## src/rtl/core/sphpga_pkg.sv

```systemverilog
// Package for the SPH pressure-gradient accumulator.
// Shared types and constants for the front and back parts.
package sphpga_pkg;
  localparam int unsigned WordW  = 32;
  localparam int unsigned RhoW   = 31;
  localparam int unsigned InW    = 350; // 11 payload fields (349 bits) plus the last marker
  localparam int unsigned OutW   = 96;
  localparam logic signed [63:0] S32Max = 64'sd2147483647;
  localparam logic signed [63:0] S32Min = -64'sd2147483648;

  // Classified pair from front to back
  typedef struct packed {
    logic signed [31:0] ci;
    logic signed [31:0] cj;
    logic [30:0]        mass;
    logic signed [31:0] gix, giy, giz, gjx, gjy, gjz;
    logic               last;
    logic               ovf;
  } pair_t;
endpackage

```

## src/rtl/core/sphpga_div.sv

```systemverilog
// Restoring shifted divider: q = floor(n * 2^(2F) / d), capped at 2^32.
// One quotient bit a cycle; depends on sphpga_pkg.
module sphpga_div #(
  parameter int unsigned FRAC_BITS = 16
) (
  input  logic        clk,
  input  logic        rst,
  input  logic        start,
  input  logic [31:0] num,
  input  logic [61:0] den,
  output logic        busy,
  output logic [32:0] quo
);
  import sphpga_pkg::*;
  localparam int unsigned Steps = 32 + 2 * FRAC_BITS;
  localparam int unsigned CntW  = $clog2(Steps + 1);

  logic [CntW-1:0] cnt;
  logic [31:0]     nsh;
  logic [63:0]     rem;
  logic [63:0]     rsh;
  logic            bitq;

  // Shift in the next numerator bit and compare
  always_comb begin
    rsh  = {rem[62:0], nsh[31]};
    bitq = (rsh >= {2'b00, den});
  end

  always_ff @(posedge clk) begin
    if (rst) begin
      cnt <= '0;
      busy <= 1'b0;
    end else if (start) begin
      cnt <= '0;
      busy <= 1'b1;
      nsh <= num;
      rem <= '0;
      quo <= '0;
    end else if (busy) begin
      nsh <= {nsh[30:0], 1'b0};
      rem <= bitq ? rsh - {2'b00, den} : rsh;
      if (quo[32]) quo <= quo;
      else if ({quo[31:0], bitq} > 33'h1_0000_0000) quo <= 33'h1_0000_0000;
      else quo <= {quo[31:0], bitq};
      cnt <= cnt + 1'b1;
      if (cnt == CntW'(Steps - 1)) busy <= 1'b0;
    end
  end
endmodule

```

## src/rtl/core/sphpga_front.sv

```systemverilog
// Front part: takes pairs and forms both pressure coefficients with one
// shared divider. Depends on sphpga_pkg and sphpga_div.
module sphpga_front #(
  parameter int unsigned FRAC_BITS = 16
) (
  input  logic                clk,
  input  logic                rst,
  input  logic                in_valid,
  output logic                in_ready,
  input  logic [sphpga_pkg::InW-1:0] in_data,
  output logic                q_valid,
  input  logic                q_ready,
  output sphpga_pkg::pair_t   q_pair
);
  import sphpga_pkg::*;
  localparam logic [2:0] SIdle = 3'd0, SMulI = 3'd1, SDivI = 3'd2,
                         SMulJ = 3'd3, SDivJ = 3'd4, SOut = 3'd5;

  logic [2:0] state;
  logic [InW-1:0] hold;
  logic signed [31:0] ci;
  logic ovf;
  logic [61:0] rho_sq;
  logic div_start, div_busy;
  logic [32:0] quo;
  logic signed [31:0] p_cur;
  logic [30:0] rho_cur;
  logic signed [31:0] cval;
  logic cflag;
  logic signed [33:0] sq;

  assign p_cur   = (state == SMulI || state == SDivI) ? hold[31:0] : hold[94:63];
  assign rho_cur = (state == SMulI || state == SDivI) ? hold[62:32] : hold[125:95];

  sphpga_div #(.FRAC_BITS(FRAC_BITS)) u_div (
    .clk(clk), .rst(rst), .start(div_start),
    .num(p_cur[31] ? 32'(-p_cur) : 32'(p_cur)), .den(rho_sq),
    .busy(div_busy), .quo(quo)
  );

  // Signed, saturated coefficient from the divider result and special cases
  always_comb begin
    cflag = 1'b0;
    sq = p_cur[31] ? -$signed({1'b0, quo}) : $signed({1'b0, quo});
    if (p_cur == 0) cval = '0;
    else if (rho_cur == 0) begin
      cflag = 1'b1;
      cval = p_cur[31] ? 32'sh8000_0000 : 32'sh7fff_ffff;
    end else if (sq > 34'sh0_7fff_ffff) begin
      cflag = 1'b1; cval = 32'sh7fff_ffff;
    end else if (sq < -34'sh0_8000_0000) begin
      cflag = 1'b1; cval = 32'sh8000_0000;
    end else cval = sq[31:0];
  end

  assign in_ready  = (state == SIdle);
  assign q_valid   = (state == SOut);
  assign div_start = (state == SMulI || state == SMulJ);
  assign q_pair = '{ci: ci, cj: cval, mass: hold[156:126],
    gix: hold[188:157], giy: hold[220:189], giz: hold[252:221],
    gjx: hold[284:253], gjy: hold[316:285], gjz: hold[348:317],
    last: hold[349], ovf: ovf};

  // Sequence the two divisions
  always_ff @(posedge clk) begin
    if (rst) state <= SIdle;
    else begin
      unique case (state)
        SIdle: if (in_valid) begin
          hold <= in_data;
          ovf <= 1'b0;
          state <= SMulI;
        end
        SMulI, SMulJ: state <= state + 3'd1;
        SDivI: if (!div_busy) begin
          ci <= cval; ovf <= cflag;
          state <= SMulJ;
        end
        SDivJ: if (!div_busy) begin
          ovf <= ovf | cflag;
          state <= SOut;
        end
        SOut: if (q_ready) state <= SIdle;
        default: state <= SIdle;
      endcase
    end
  end

  // Square the density into a register ahead of the divider start
  always_ff @(posedge clk) begin
    if (state == SIdle && in_valid) rho_sq <= 62'(in_data[62:32]) * 62'(in_data[62:32]);
    else if (state == SDivI && !div_busy) rho_sq <= 62'(hold[125:95]) * 62'(hold[125:95]);
  end
endmodule

```

## config.mk

```make
export PLATFORM = sky130hd
export DESIGN_NAME = sphpga_front
export DESIGN_NICKNAME = d
export VERILOG_FILES = /design/src/rtl/core/sphpga_pkg.sv /design/src/rtl/core/sphpga_div.sv /design/src/rtl/core/sphpga_front.sv
export SDC_FILE = /design/constraint.sdc
export NUM_CORES = 2
export LEC_CHECK = 0
export BUFFER_PORTS_ARGS = -buffer_cell sky130_fd_sc_hd__buf_2
export CAP_MARGIN = 20
export CORE_MARGIN = 5
export CORE_UTILIZATION = 32
export CTS_BUF_LIST = sky130_fd_sc_hd__clkbuf_8
export DETAILED_ROUTE_END_ITERATION = 12
export GPL_TIMING_DRIVEN = 0
export PLACE_DENSITY_LB_ADDON = 0.25
export SLEW_MARGIN = 20
export SYNTH_ARGS = -nofsm -noshare
export SYNTH_HDL_FRONTEND = slang
export SYNTH_SLANG_ARGS = --single-unit
```

## constraint.sdc

```tcl
create_clock -name clk -period 20.6 [get_ports clk]
set_input_delay 0 -clock clk [delete_from_list [all_inputs] [get_ports clk]]
set_output_delay 0 -clock clk [all_outputs]
set_load 0.02 [all_outputs]
```

==> impl_metrics.tcl <==
set metrics [dict create \
    final_max_slew_viol_count 0 \
    pre_cts_slack_ps 9770 \
    wl_per_cell_microns 24.1 \
    critPathKind "reg2reg" \
    synth_edf_count 572 \
    rows 186 \
    ys_ff_latch 583 \
    hold_path_class "in2reg" \
    synthArstFlopShare_pct 0 \
    yosysUniqueCellTypes 78 \
    fp.dieW_microns 517 \
    synth_fp_nets 10700 \
    syn-instance-count 8201 \
    grt_pass1_wl_microns 459000 \
    relSlewSlack_pct 17.2 \
    yosys_most_used_dff "edfxtp_1" \
    fin_nets 12100 \
    top_usage_layer "met2" \
    dieArea_sq_um 267000 \
    drive_gt1_share_pct 11.4 \
    areaGrowthSynthToFinish_pct 21.0 \
    clock_sinks 583 \
    wl_microns 318000 \
    hp-start "in_data[180]" \
    die-height_microns 517 \
    htreeDepth 3 \
    fmax_mhz 92.0 \
    num_vias 64300 \
    instances_no_fill 13200 \
    portBuffers 644 \
    track_usage_pct 23.4 \
    setup_ws_ps 9740 \
    rsz0062_at_grt "no" \
    final_area_sq_um 99500 \
    clk_path_buf_depth 3 \
    grt_use_met1_pct 29.1 \
    place_hpwl_microns 259000 \
    routabilityCongestion 0.936 \
    cts_tree "built" \
    worst_pin_slew_ps 1240 \
    cts_resized 0 \
    drt_pass1_iterations 6 \
    clock_latency_ps 870 \
    startpoint_type "flop" \
    grt_pass1_vias 69200 \
    path_clk_slew_ps 60 \
    yosysWarnings 0 \
    crit_required_ps 21120 \
    endpoint_kind "flop" \
    postRouteAntennaNets 0 \
    antenna_found_initial 83 \
    ctsRootBufferMaster "clkbuf_8" \
    fin_tns_setup_ps 0 \
    grt_max_degree 50 \
    fin_crit_ps 10860 \
    grt_overflow 0 \
    drc 0 \
    reg2reg_depth 25 \
    post_cts_buffers 0 \
    met2_usage_pct 39.7 \
    run_status "finished clean" \
    finalClockSkew_ps 88.3 \
    hold_depth 2 \
    numCtsBuffers 106 \
    coreArea_sq_um 256000 \
    pin_count 645 \
    rrSetupSlack_ps 9740 \
    drv_cap 0 \
    critical_path_arrival_ps 11380 \
    syn-cell-area_sq_um 82200 \
    hold_viol_final 0 \
    ctsHoldBuffers 691 \
    reg2reg_to "rho_sq[59]$_DFFE_PP_" \
    drt_iter0_drc 4722 \
    syn_area_per_cell_sq_um 10.0 \
    path_max_fanout 10 \
    fin_crit_sh_pct 52.7 \
    vias_per_cell 4.87 \
    place_inst 12300 \
    r2r_start "hold[100]$_DFFE_PP_" \
    setup_viol 0 \
    met3_usage_pct 3.77 \
    dpl-instance-area_sq_um 90300 \
    start_util_pct 32.1 \
    hold_end "hold[180]$_DFFE_PP_" \
    yosysSeqAreaShare_pct 21.2 \
]
==> stage by stage <==
step	utilization, %	hold WS (ps)
6_report	38.8	87.5
5_1_grt	38.8	20.0
4_1_cts	38.8	0.948
3_5_place_dp	35.2	178
3_3_place_gp	35.0	177
2_1_floorplan	-	77.4
==> final cells by class <==
cell class,instances,area [sq um]
clock inverters,90,688
flip-flops and latches,583,17400
multi-input cells,5172,54800
repair buffers,1359,10700
inverters,1911,7180
plain buffers,535,2880
diodes,72,180
fillers,25600,157000
clock buffers,106,1460
well taps,3384,4230
==> synthesized netlist by cell type (31+ instances only) <==
cell type / count / area (sq um)
buf_4: 225 / 1690
mux2i_1: 44 / 440
a31oi_1: 64 / 400
a21oi_1: 298 / 1490
nor2b_1: 40 / 250
o21ai_0: 207 / 1040
inv_1: 1911 / 7170
a211oi_1: 32 / 240
a21o_1: 86 / 646
nor3_1: 59 / 295
xnor2_1: 148 / 1300
nor2_1: 235 / 882
nand4_1: 47 / 294
and3_1: 31 / 194
clkbuf_1: 291 / 1090
nand2_1: 828 / 3110
nand3_1: 57 / 285
o21bai_1: 31 / 233
fa_1: 1496 / 29900
and2_1: 428 / 2680
ha_1: 608 / 7610
xor2_1: 97 / 850
edfxtp_1: 572 / 17200
==> layer usage <==
| layer | vias up | wire length, microns |
|---|---|---|
| met5 | - | 252 |
| met4 | 44 | 17100 |
| met3 | 608 | 22200 |
| met2 | 2457 | 153000 |
| met1 | 33000 | 126000 |
| li1 | 28300 | - |
==> worst max path at each step <==
stage                      endpoint                  start  slack [ps]
5_1_grt        rho_sq[59]$_DFFE_PP_    hold[100]$_DFFE_PP_        9500
4_1_cts        rho_sq[59]$_DFFE_PP_    hold[100]$_DFFE_PP_       10000
6_report       rho_sq[59]$_DFFE_PP_    hold[100]$_DFFE_PP_        9740
3_3_place_gp     hold[58]$_DFFE_PP_  state[0]$_SDFFE_PP0P_       -6130
2_1_floorplan     hold[0]$_DFFE_PP_  state[0]$_SDFFE_PP0P_        3420
3_5_place_dp   rho_sq[57]$_DFFE_PP_            in_data[44]        9770
==> cell families after synthesis <==
logic type	count (synthesis)	share of synthesized area, %
AOI/OAI and AO/OA	885	6.61
and+or+nand+nor	1884	11.1
xor gates and xnor gates	245	2.61
adders and majority gates	2104	45.7
DFF	583	21.2
muxes	54	0.673
buffers and inverters	2446	12.2
==> state kept, by name (all words and copies together), names as in the netlist <==
name / cells
hold: 350
ci: 32
u_div.quo: 33
u_div.rem: 63
u_div.busy: 1
u_div.cnt: 7
state: 3
rho_sq: 61
u_div.nsh: 32
ovf: 1
==> cells in the final DEF (no fill, tap or decap), drive strengths merged, types with 12 or more instances in the layout <==
cell type    instances
inv               1949
fa                1496
buf                912
nand2              828
dlygate4sd3        691
ha                 608
edfxtp             572
and2               430
clkbuf             397
a21oi              298
nor2               235
o21ai              208
xnor2              148
xor2                97
a21o                86
diode               72
a31oi               64
nor3                59
nand3               57
nand4               47
mux2i               44
clkinv              41
nor2b               40
a211oi              32
and3                31
o21bai              31
or3                 30
nor4                28
nand2b              25
or2                 21
nand3b              20
o31ai               20
o21a                19
a31o                17
o211ai              14
or4                 12
==> critical path, stage by stage, from the launching register on <==
cell,delay (ps)
edfxtp_1,500
clkbuf_1,820
clkbuf_1,820
inv_1,380
nor2_1,310
fa_1,490
fa_1,500
fa_1,520
inv_1,60
fa_1,470
inv_1,50
fa_1,480
fa_1,560
fa_1,460
fa_1,510
ha_1,390
a21oi_1,290
o211ai_1,130
a31oi_1,470
nor3_1,170
a211oi_1,670
o21a_1,310
nand2b_1,170
nand4_1,100
o31a_1,130
a31oi_1,710
Power is left out: the tool's default activity adds up to more than one toggle a clock period on the data nets, which glitch-free logic cannot reach.
